===== src/rtl/mtfb_pkg.sv =====
// ----------------------------------------------------------------------------
// mtfb_pkg
// Shared types, constants and helpers of the text framebuffer engine.
// ----------------------------------------------------------------------------
`default_nettype none
package mtfb_pkg;
  localparam int FRAME_BYTES   = 1024;
  localparam int PANEL_COLUMNS = 128;
  localparam int GLYPH_COUNT   = 256;
  localparam int GLYPH_BYTES   = 8;
  localparam int FB_AW         = 10;
  localparam int GS_AW         = 11;
  localparam logic [7:0] NEWLINE_CODE = 8'd10;
  localparam logic [7:0] FILL_BYTE    = 8'hff;

  typedef enum logic [2:0] {
    CMD_CLEAR = 3'd0,
    CMD_FILL  = 3'd1,
    CMD_PIXEL = 3'd2,
    CMD_CHAR  = 3'd3,
    CMD_CURS  = 3'd4,
    CMD_LOAD  = 3'd5,
    CMD_READ  = 3'd6,
    CMD_NONE  = 3'd7
  } cmd_t;

  typedef enum logic [3:0] {
    ST_INIT, ST_IDLE, ST_SWEEP, ST_PIX_RD, ST_PIX_WR,
    ST_GLYPH, ST_READ, ST_READ_WAIT, ST_EMIT
  } state_t;

  typedef struct packed {
    cmd_t        cmd;
    logic [5:0]  y_pos;
    logic [6:0]  x_pos;
    logic        pixel_on;
    logic [7:0]  char_code;
    logic [10:0] store_address;
    logic [7:0]  store_byte;
  } item_t;

  // front -> back
  typedef struct packed {
    logic  valid;
    item_t item;
  } queue_out_t;

  // back -> front
  typedef struct packed {
    logic init_busy;
    logic pop;
  } back_status_t;

  // clamp font width to 1..8
  function automatic logic [3:0] eff_width(input logic [3:0] fw);
    logic [3:0] w;
    w = fw;
    if (fw == 4'd0) w = 4'd1;
    if (fw > 4'd8)  w = 4'd8;
    return w;
  endfunction

  // text columns per line = 128 / width
  function automatic logic [7:0] text_cols(input logic [3:0] w);
    logic [7:0] c;
    case (w)
      4'd1:    c = 8'd128;
      4'd2:    c = 8'd64;
      4'd3:    c = 8'd42;
      4'd4:    c = 8'd32;
      4'd5:    c = 8'd25;
      4'd6:    c = 8'd21;
      4'd7:    c = 8'd18;
      default: c = 8'd16;
    endcase
    return c;
  endfunction
endpackage
`default_nettype wire


===== src/rtl/mtfb_front.sv =====
// ----------------------------------------------------------------------------
// mtfb_front
// Input side: decodes commands and buffers items in a two-entry queue.
// ----------------------------------------------------------------------------
`default_nettype none
module mtfb_front (
  input  wire logic                  clk,
  input  wire logic                  rst,
  input  wire logic                  in_valid,
  output logic                       in_stall,
  input  wire logic [2:0]            command,
  input  wire logic [5:0]            y_pos,
  input  wire logic [6:0]            x_pos,
  input  wire logic                  pixel_on,
  input  wire logic [7:0]            char_code,
  input  wire logic [10:0]           store_address,
  input  wire logic [7:0]            store_byte,
  input  wire mtfb_pkg::back_status_t status,
  output mtfb_pkg::queue_out_t       q_out
);
  mtfb_pkg::item_t q_mem [2];
  logic       wptr, rptr;
  logic [1:0] count;
  logic       push;
  mtfb_pkg::item_t new_item;
  mtfb_pkg::cmd_t  dec_cmd;

  // command decode
  always_comb begin
    case (command)
      3'd0:    dec_cmd = mtfb_pkg::CMD_CLEAR;
      3'd1:    dec_cmd = mtfb_pkg::CMD_FILL;
      3'd2:    dec_cmd = mtfb_pkg::CMD_PIXEL;
      3'd3:    dec_cmd = mtfb_pkg::CMD_CHAR;
      3'd4:    dec_cmd = mtfb_pkg::CMD_CURS;
      3'd5:    dec_cmd = mtfb_pkg::CMD_LOAD;
      3'd6:    dec_cmd = mtfb_pkg::CMD_READ;
      default: dec_cmd = mtfb_pkg::CMD_NONE;
    endcase
  end

  always_comb begin
    new_item.cmd           = dec_cmd;
    new_item.y_pos         = y_pos;
    new_item.x_pos         = x_pos;
    new_item.pixel_on      = pixel_on;
    new_item.char_code     = char_code;
    new_item.store_address = store_address;
    new_item.store_byte    = store_byte;
  end

  // no transfer during the clearing pass or when full
  assign in_stall    = status.init_busy || (count == 2'd2);
  assign push        = in_valid && !in_stall;
  assign q_out.valid = (count != 2'd0);
  assign q_out.item  = q_mem[rptr];

  always_ff @(posedge clk) begin
    if (push) q_mem[wptr] <= new_item;
  end

  always_ff @(posedge clk) begin
    if (rst) begin
      wptr  <= 1'b0;
      rptr  <= 1'b0;
      count <= 2'd0;
    end else begin
      if (push) wptr <= ~wptr;
      if (status.pop) rptr <= ~rptr;
      case ({push, status.pop})
        2'b10:   count <= count + 2'd1;
        2'b01:   count <= count - 2'd1;
        default: count <= count;
      endcase
    end
  end
endmodule
`default_nettype wire


===== config.mk =====
export PLATFORM = sky130hd
export DESIGN_NAME = mtfb_front
export DESIGN_NICKNAME = d
export VERILOG_FILES = /design/src/rtl/mtfb_pkg.sv /design/src/rtl/mtfb_front.sv
export SDC_FILE = /design/constraint.sdc
export NUM_CORES = 1
export LEC_CHECK = 0
export BUFFER_PORTS_ARGS = -buffer_cell sky130_fd_sc_hd__buf_2
export CAP_MARGIN = 20
export CORE_ASPECT_RATIO = 0.5
export CORE_MARGIN = 5
export CORE_UTILIZATION = 35
export CTS_CLUSTER_SIZE = 10
export DETAILED_ROUTE_END_ITERATION = 16
export SYNTH_ARGS = -nofsm -noshare
export SYNTH_HDL_FRONTEND = slang
export SYNTH_SLANG_ARGS = --single-unit

===== constraint.sdc =====
create_clock -name clk -period 4.45 [get_ports clk]
set_input_delay 0.89 -clock clk [delete_from_list [all_inputs] [get_ports clk]]
set_output_delay 0.89 -clock clk [all_outputs]
set_load 0.01 [all_outputs]

==> results_dict.tcl, run 1 <==
set metrics [dict create \
    first_global_vias 1998 \
    critPathKind "flip-flop to output pin" \
    instances_no_fill 405 \
    hold_viol_final 0 \
    htree_levels 3 \
    start_util_pct 36.0 \
    io_pins 95 \
    ant_nets 0 \
    num_vias 1752 \
    clkLatencyLatePin_ns 0.33 \
    ys_warn_count 0 \
    cts_buffer_depth 2 \
    maxSlewHeadroom_pct 30.1 \
    cts.sinks 93 \
    grt_overflow_total 0 \
    hold_class "flip-flop to flip-flop" \
    dp_cells 389 \
    path_clk_slew_ns 0.06 \
    cp_data_arrival_time_ns 1.94 \
    cts_hold_buf 0 \
    status "finished, final reports clean" \
    path_delay_family "flip-flops" \
    p_leak_nw 1.59 \
    fin_crit_sh_pct 63.7 \
    maxCapViolations 0 \
    final_cell_mix "buf_2, edfxtp_1, mux2_2" \
    pre_cts_ws_ns 1.65 \
    syn-num-nets 215 \
    syn-cell-area_sq_um 3400 \
    diodes 0 \
    fin_area_sq_um 4320 \
    startpoint_type "flip-flop" \
    fmax_ghz 0.353 \
    cp.required_ns 3.56 \
    rsz0062_at_grt "false" \
    nets 315 \
    die_w_microns 149 \
    fin_tns_setup_ns 0 \
    fillCellCount 841 \
    cts-root-buf "clkbuf_16" \
    post-cts-setup-buffers 0 \
    cp_cell_sequence "mux2_2 -> buf_2" \
    skew_ns 0.00558 \
    vdd_drop_max_v 0.000198 \
    drc 0 \
    worstMarginPinSlew_ns 1.05 \
    slowest_stage "dfxtp_2" \
    synth_seq_area_share_pct 80.7 \
    cts_resized 0 \
    dieArea_sq_um 11900 \
    die_h_microns 79.7 \
    syn_area_per_cell_sq_um 20.6 \
    core-area_sq_um 9450 \
    cellPowerDensity_nw_per_um2 449 \
    antenna_found_initial 0 \
    numCtsBuffers 9 \
    numPortBuffers 94 \
    worstSetupEndpointType "output pin" \
    wl_per_cell_microns 15.4 \
    place_congestion 0.678 \
    synth.distinct_cells 17 \
    worst_path_largest_cell_delay_ns 1.02 \
    layout-drive-gt1-share_pct 58.9 \
    setup-violations-final 0 \
    via_per_inst 4.33 \
    dr.pass1.iters 4 \
    grt_max_degree 45 \
    dpl.hpwl_microns 4370 \
    core.rowCount 25 \
    grt_first_pass_wirelength_microns 9720 \
    routed_wl_microns 6250 \
    drt_iter0_markers 66 \
    crit_path_max_fanout 44 \
    syn-instance-count 165 \
    grt_use_total_pct 11.0 \
    synth-seq-cells 93 \
    area_delta_synth_final_pct 27.2 \
    layout_commonest_cell "buf_2" \
    dpl_cell_area_sq_um 4040 \
    cts_tree "built" \
    min_period_ns 2.83 \
    finalMaxSlewViolations 0 \
    path_buf_inv 1 \
    fin_ws_ns 1.62 \
    final_core_util_pct 45.8 \
]
[worst reg2reg max path: cells and delay by family (launching register included)]
family / cells / cell delay (ns)
DFF: 1 / 0.39
buffers and inverters: 1 / 0.31
and+or+nand+nor: 3 / 1.24
[synthesized netlist by cell type]
cell type   n  area (sq um)
nor2_1      7          26.3
nand3b_1    1          7.51
inv_1       1          3.75
mux2_2     45           507
buf_2       5          25.0
a21oi_1     1          5.00
or2_2       1          6.26
or2b_1      1          7.51
nand2b_1    1          6.26
dfxtp_1     5           100
ha_1        1          12.5
or3_1       1          6.26
edfxtp_1   88          2640
o21ai_0     1          5.00
clkbuf_1    3          11.3
xnor2_1     2          17.5
xor2_1      1          8.76
[routing by layer]
metal	global-route usage [%]	wire length, microns
met1	10.0	2140
met2	21.8	3780
met3	4.31	267
met4	4.11	65
met5	0	0
[area by class of cell]
cell class,instances,area [sq um],share of cell area [%]
Sequential cell,93,2740,63.5
Multi-Input combinational cell,63,631,14.6
Timing Repair Buffer,97,493,11.4
Clock buffer,11,233,5.38
Tap cell,135,169,3.91
Clock inverter,5,51.3,1.19
Inverter,1,3.75,0.0868
[power by group]
part	switching (mW)	internal, mW	total, mW
logic	0.0923	0.0979	0.190
clock network	0.287	0.431	0.718
registers	0.0276	1.01	1.03
total	0.407	1.54	1.94
[sequential cells by signal (all words and copies together) (netlist names), named ones only]
name	count
q_mem	88
rptr	1
count	2
wptr	1
[logic make-up (layout without fill, tap and decap cells)]
kind of cell | after synthesis | count (layout) | synth area share, %
AND/OR/NAND/NOR | 12 | 12 | 1.77
XOR/XNOR | 3 | 3 | 0.773
buffers and inverters | 9 | 114 | 1.18
flip-flops | 93 | 93 | 80.7
AO/OA/AOI/OAI | 2 | 2 | 0.294
multiplexers | 45 | 45 | 14.9
adder cells (fa/ha/maj) | 1 | 1 | 0.368
[final timing paths]
kind | startpoint | to | slack [ns] | depth (start not counted)
worst min register to register | rptr | rptr | 0.52 | 2
worst max-delay path | flip-flop | q_out[8] | 1.62 | 2
worst max register to register | count[0] | q_mem[0][30] | 2.22 | 4
worst min-delay path | rptr | rptr | 0.52 | 2
[per-stage QoR]
step	total power [mW]	hold slack [ns]
6_report	1.94	0.517
5_1_grt	2.02	0.552
4_1_cts	1.97	0.527
3_5_place_dp	1.25	0.509
3_3_place_gp	1.24	0.476
2_1_floorplan	1.16	0.461
Note: power is estimated with default switching activity, not from simulation.
==> run 2: changes to the inputs <==
--- a/config.mk
+++ b/config.mk
@@ -5,6 +5,7 @@
 export SDC_FILE = /design/constraint.sdc
 export NUM_CORES = 1
 export LEC_CHECK = 0
+export ABC_AREA = 1
 export BUFFER_PORTS_ARGS = -buffer_cell sky130_fd_sc_hd__buf_2
 export CAP_MARGIN = 20
 export CORE_ASPECT_RATIO = 0.5
==> constraint.sdc (replaced) <==
create_clock -name clk -period 3 [get_ports clk]
set_input_delay 0.6 -clock clk [delete_from_list [all_inputs] [get_ports clk]]
set_output_delay 0.6 -clock clk [all_outputs]
set_load 0.01 [all_outputs]
==> run 2 against run 1 <==
Against the previous run:
- synthesized cell count up 7.3%
- flip-flop and latch count unchanged
- power up 50%
- first-iteration DRC count unchanged
- core utilization down 1.1 points
- non-clock buffer count up 3
- via count up 5.7%
- sequential share of layout area down 3.1 points
- synthesized area up 7.1%
- routed wire length up 4.8%
- worst hold slack worse by 0.074 ns
- count of clock-buffer cells in the layout down 1
- largest power group unchanged
==> results_dict.tcl, run 2 <==
set metrics [dict create \
    fillCellCount 883 \
    layout-drive-gt1-share_pct 58.2 \
    cellPowerDensity_nw_per_um2 641 \
    cts_resized 0 \
    core.rowCount 26 \
    htree_levels 3 \
    reg2reg_depth 5 \
    top_register "q_mem" \
    post-cts-setup-buffers 0 \
    syn-instance-count 177 \
    cts_buffer_depth 2 \
    fin_total_pwr_mw 2.92 \
    cp.required_ns 2.40 \
    nets 330 \
    reg2reg_setup_slack_ns 1.18 \
    grt_first_pass_wirelength_microns 9740 \
    worstSetupEndpointType "output pin" \
    synth_edf_count 88 \
    cts_tree "built" \
    cp_data_arrival_time_ns 1.67 \
    crit_path_max_fanout 12 \
    start_util_pct 35.8 \
    die_h_microns 82.1 \
    synth_top_area_share_pct 72.6 \
    diodes 0 \
    seqPwrFrac_pct 51.6 \
    grt_max_degree 25 \
    io_pins 95 \
    fmax_ghz 0.440 \
    cp_cell_sequence "buf_4 -> mux2_4 -> buf_2" \
    hold_viol_final 0 \
    synth_area_leaders "edfxtp_1, mux2_4, dfxtp_1, buf_12, mux2_2" \
    clockPowerShare_pct 37.2 \
    grt_overflow_total 0 \
    worst_path_largest_cell_delay_ns 0.54 \
    rr_endpoint "q_mem[1][32]" \
    maxSlewHeadroom_pct 64.4 \
    largestRegisters "q_mem: 88 flops, count: 2 flops" \
    rsz0062_at_grt "false" \
    area_delta_synth_final_pct 24.8 \
    instances_no_fill 425 \
    synth-seq-cells 93 \
    critPathKind "flip-flop to output pin" \
    syn-cell-area_sq_um 3640 \
    layout_commonest_cell "buf_2" \
    numCtsBuffers 9 \
    final_cell_mix "buf_2, edfxtp_1, mux2_4" \
    path_delay_family "flip-flops" \
    ant_nets 0 \
    fin_crit_sh_pct 75.8 \
    dieArea_sq_um 12700 \
    p_leak_nw 1.82 \
    core-area_sq_um 10200 \
    synth_seq_area_share_pct 75.3 \
    synth.distinct_cells 18 \
    status "finished, final reports clean" \
    cts-root-buf "clkbuf_16" \
    dr.pass1.iters 6 \
    dpl.hpwl_microns 4670 \
    die_w_microns 154 \
    fin_tns_setup_ns 0 \
    grt_use_total_pct 10.5 \
    slowest_stage "dfxtp_2" \
    place_congestion 0.673 \
    r2r_start "count[0]" \
    antenna_found_initial 2 \
    path_clk_slew_ns 0.06 \
    vdd_drop_max_v 0.000293 \
    crit_cells 3 \
    hold_class "input port to flip-flop" \
    synth_top_cell_by_area "edfxtp_1" \
    finalMaxSlewViolations 0 \
    internal_power_mw 2.27 \
    yosys-top-cells-count "edfxtp_1, mux2_4, nand2_1, nor2_1, inv_1" \
    p_switching_mw 0.645 \
    wl_per_cell_microns 15.4 \
    final_core_util_pct 44.6 \
    cts_hold_buf 0 \
    drt_iter0_markers 66 \
    endpoint "q_out[25]" \
    routed_wl_microns 6550 \
    p_comb_share_pct 11.2 \
    regArea_sq_um 2740 \
    switching_share_pct 22.1 \
    startpoint_type "flip-flop" \
    path_buf_inv 2 \
    worstMarginPinSlew_ns 0.533 \
    synthFlopType "edfxtp_1" \
    numPortBuffers 94 \
    dp_cells 409 \
    synthArstFlopShare_pct 0 \
    ys_warn_count 0 \
    cts.sinks 93 \
    via_per_inst 4.36 \
    num_vias 1851 \
    multi_input_area_sq_um 773 \
    syn_area_per_cell_sq_um 20.6 \
    clkLatencyLatePin_ns 0.34 \
    setup-violations-final 0 \
    drc 0 \
    maxCapViolations 0 \
    largest_reg_flops 88 \
    syn-num-nets 227 \
    min_period_ns 2.27 \
    first_global_vias 1962 \
    post-synth-top-count-cell "edfxtp_1" \
    skew_ns 0.00525 \
]
==> run 2: worst min path at each step <==
| stage | from | to | slack [ns] | depth (start not counted) |
|---|---|---|---|---|
| after floorplan | rptr | flip-flop | 0.48 | 2 |
| after global placement | count[0] | count[0] | 0.49 | 2 |
| after detailed placement | count[0] | count[0] | 0.52 | 2 |
| after CTS | rst | flip-flop | 0.43 | 2 |
| after global routing | char_code[1] | q_mem[1][20] | 0.43 | 1 |
| final | rst | flip-flop | 0.44 | 2 |
==> run 2: cell families after synthesis <==
group                      synth area share [%]
AOI/OAI and AO/OA                         0.275
xor gates and xnor gates                  0.241
adders and majority gates                 0.344
buffers and inverters                      3.64
DFF                                        75.3
muxes                                      17.7
and+or+nand+nor                            2.44
==> run 2: cell type report <==
type | count | area share [%]
sequential | 93 | 60.4
multi-input combinational | 68 | 17.0
timing repair buffer | 100 | 11.6
clock buffer | 10 | 5.51
tap | 140 | 3.85
clock inverter | 6 | 0.964
inverter | 8 | 0.661
==> run 2: metrics by stage <==
step	cell area (sq um)	setup WS, ns	hold slack, ns
2_1_floorplan	3640	0.651	0.480
3_3_place_gp	4250	0.941	0.490
3_5_place_dp	4250	0.910	0.516
4_1_cts	4540	0.677	0.425
5_1_grt	4540	0.640	0.430
6_report	4540	0.726	0.442
==> run 2: layer usage <==
metal	vias to the layer above	GRT usage, %	part of all wire, %
met3	15	5.05	6.5
met2	40	20.1	57
met5	-	0	0.21
met1	918	9.15	34
met4	4	5.81	1.8
li1	874	-	-
==> run 2: power groups by stage <==
| stage | registers [mW] | logic [mW] | clock network, mW |
|---|---|---|---|
| after detailed placement | 1.53 | 0.332 | 0 |
| after global routing | 1.51 | 0.350 | 1.16 |
| after CTS | 1.51 | 0.332 | 1.12 |
| after global placement | 1.53 | 0.323 | 0 |
| after floorplan | 1.52 | 0.228 | 0 |
| final | 1.51 | 0.325 | 1.08 |
==> run 3: changes to the inputs <==
==> constraint.sdc (replaced) <==
create_clock -name clk -period 1.9 [get_ports clk]
set_input_delay 0.38 -clock clk [delete_from_list [all_inputs] [get_ports clk]]
set_output_delay 0.38 -clock clk [all_outputs]
set_load 0.01 [all_outputs]
==> run 3 against run 2 <==
Against the previous run:
- worst hold slack worse by 0.21 ns
- power grew 56%
- sequential power is 57% higher
- largest power group unchanged
- flip-flop and latch count did not move
- non-clock buffer count did not move
- final area fell by 0.19%
- core utilization is 0.086 points lower
- first-iteration DRC count is 52% lower
- cell count unchanged
- routed wire length up 1.3%
==> results_dict.tcl, run 3 (synthesis gave the netlist of run 2 again) <==
set metrics [dict create \
    cts_buffer_depth 2 \
    largestRegisters "q_mem: 88 flops, count: 2 flops" \
    min_period_ns 1.81 \
    hold-worst-slack_ns 0.230 \
    num_vias 1819 \
    numPortBuffers 94 \
    maxCapViolations 0 \
    finalMaxSlewViolations 0 \
    drt_iter0_markers 32 \
    maxSlewHeadroom_pct 77.6 \
    grt_overflow_total 0 \
    dpl_cell_area_sq_um 4250 \
    fin_tns_setup_ns 0 \
    fillCellCount 901 \
    via_per_inst 4.28 \
    grt_use_total_pct 10.4 \
    cp_cell_sequence "buf_12 -> mux2_2 -> buf_2" \
    skew_ns 0.00453 \
    ant_nets 0 \
    cts-root-buf "clkbuf_16" \
    die_h_microns 82.1 \
    largest_reg_flops 88 \
    reg2reg_setup_slack_ns 0.44 \
    fin_crit_sh_pct 95.4 \
    core.rowCount 26 \
    vdd_drop_max_v 0.000436 \
    htree_levels 3 \
    path_delay_family "buffers and inverters" \
    crit_cells 3 \
    wl_per_cell_microns 15.6 \
    fin_area_sq_um 4540 \
    antenna_found_initial 1 \
    crit_path_max_fanout 27 \
    dr.pass1.iters 4 \
    fmax_ghz 0.551 \
    hold_viol_final 0 \
    dieArea_sq_um 12700 \
    instances_no_fill 425 \
    r2r_start "count[0]" \
    final_core_util_pct 44.5 \
    diodes 0 \
    rr_endpoint "q_mem[0][16]" \
    fin_ws_ns 0.0866 \
    place_congestion 0.707 \
    reg2reg_depth 5 \
    endpoint "q_out[1]" \
    grt_max_degree 28 \
    hold_class "input port to flip-flop" \
    core-area_sq_um 10200 \
    final_cell_mix "buf_2, edfxtp_1, mux2_4" \
    status "finished, final reports clean" \
    dpl.hpwl_microns 4730 \
    grt_first_pass_wirelength_microns 9840 \
    layout_commonest_cell "buf_2" \
    slowest_stage "mux2_2" \
    cts_tree "built" \
    dp_cells 409 \
    fin_total_pwr_mw 4.56 \
    area_delta_synth_final_pct 24.6 \
    setup-violations-final 0 \
    post-cts-setup-buffers 0 \
    worstMarginPinSlew_ns 0.336 \
    nets 330 \
    die_w_microns 154 \
    worstSetupEndpointType "output pin" \
    cts.sinks 93 \
    routed_wl_microns 6630 \
    critPathKind "flip-flop to output pin" \
    p_leak_nw 1.81 \
    cp.required_ns 1.52 \
    start_util_pct 35.8 \
    path_clk_slew_ns 0.06 \
    drc 0 \
    path_buf_inv 2 \
    rsz0062_at_grt "false" \
    layout-drive-gt1-share_pct 57.2 \
    startpoint_type "flip-flop" \
    pre_cts_ws_ns 0.388 \
    cellPowerDensity_nw_per_um2 1010 \
    top_register "q_mem" \
    cp_data_arrival_time_ns 1.43 \
    worst_path_largest_cell_delay_ns 0.37 \
    first_global_vias 1944 \
    io_pins 95 \
    numCtsBuffers 9 \
    clkLatencyLatePin_ns 0.33 \
]
run 3: layout make-up:
cell class | instances | area [sq um] | share of cell area (%)
Sequential cell | 93 | 2740 | 60.5
Multi-Input combinational cell | 68 | 773 | 17.0
Timing Repair Buffer | 100 | 532 | 11.7
Clock buffer | 9 | 225 | 4.97
Tap cell | 140 | 175 | 3.86
Clock inverter | 7 | 56.3 | 1.24
Inverter | 8 | 30.0 | 0.662
run 3: layer usage:
layer	vias up	GRT usage, %	wire (microns)
met5	-	0	13
met4	2	3.96	115
met3	12	4.32	280
met2	31	19.6	3740
met1	907	10.7	2480
li1	867	-	-
run 3: repair_timing:
item	in CTS	in global routing
endpoints found under the hold margin	0	0
resized for setup	0	1
setup endpoints to repair	0	17
hold buffers	0	0
run 3: how the worst min path moves through the flow:
stage,from,endpoint,slack (ns),cells past startpoint
2_1_floorplan,rst,flip-flop,0.45,1
3_5_place_dp,rptr,rptr,0.51,2
4_1_cts,command[0],q_mem[1][41],0.22,1
6_report,rst,rptr,0.23,2
3_3_place_gp,count[0],count[0],0.49,2
5_1_grt,store_byte[2],q_mem[1][2],0.22,1
run 3: report_power, final:
group,total (mW),internal [mW],switching [mW]
clock,1.67,0.997,0.668
sequential,2.37,2.34,0.0297
combinational,0.523,0.271,0.253
total,4.56,3.61,0.951
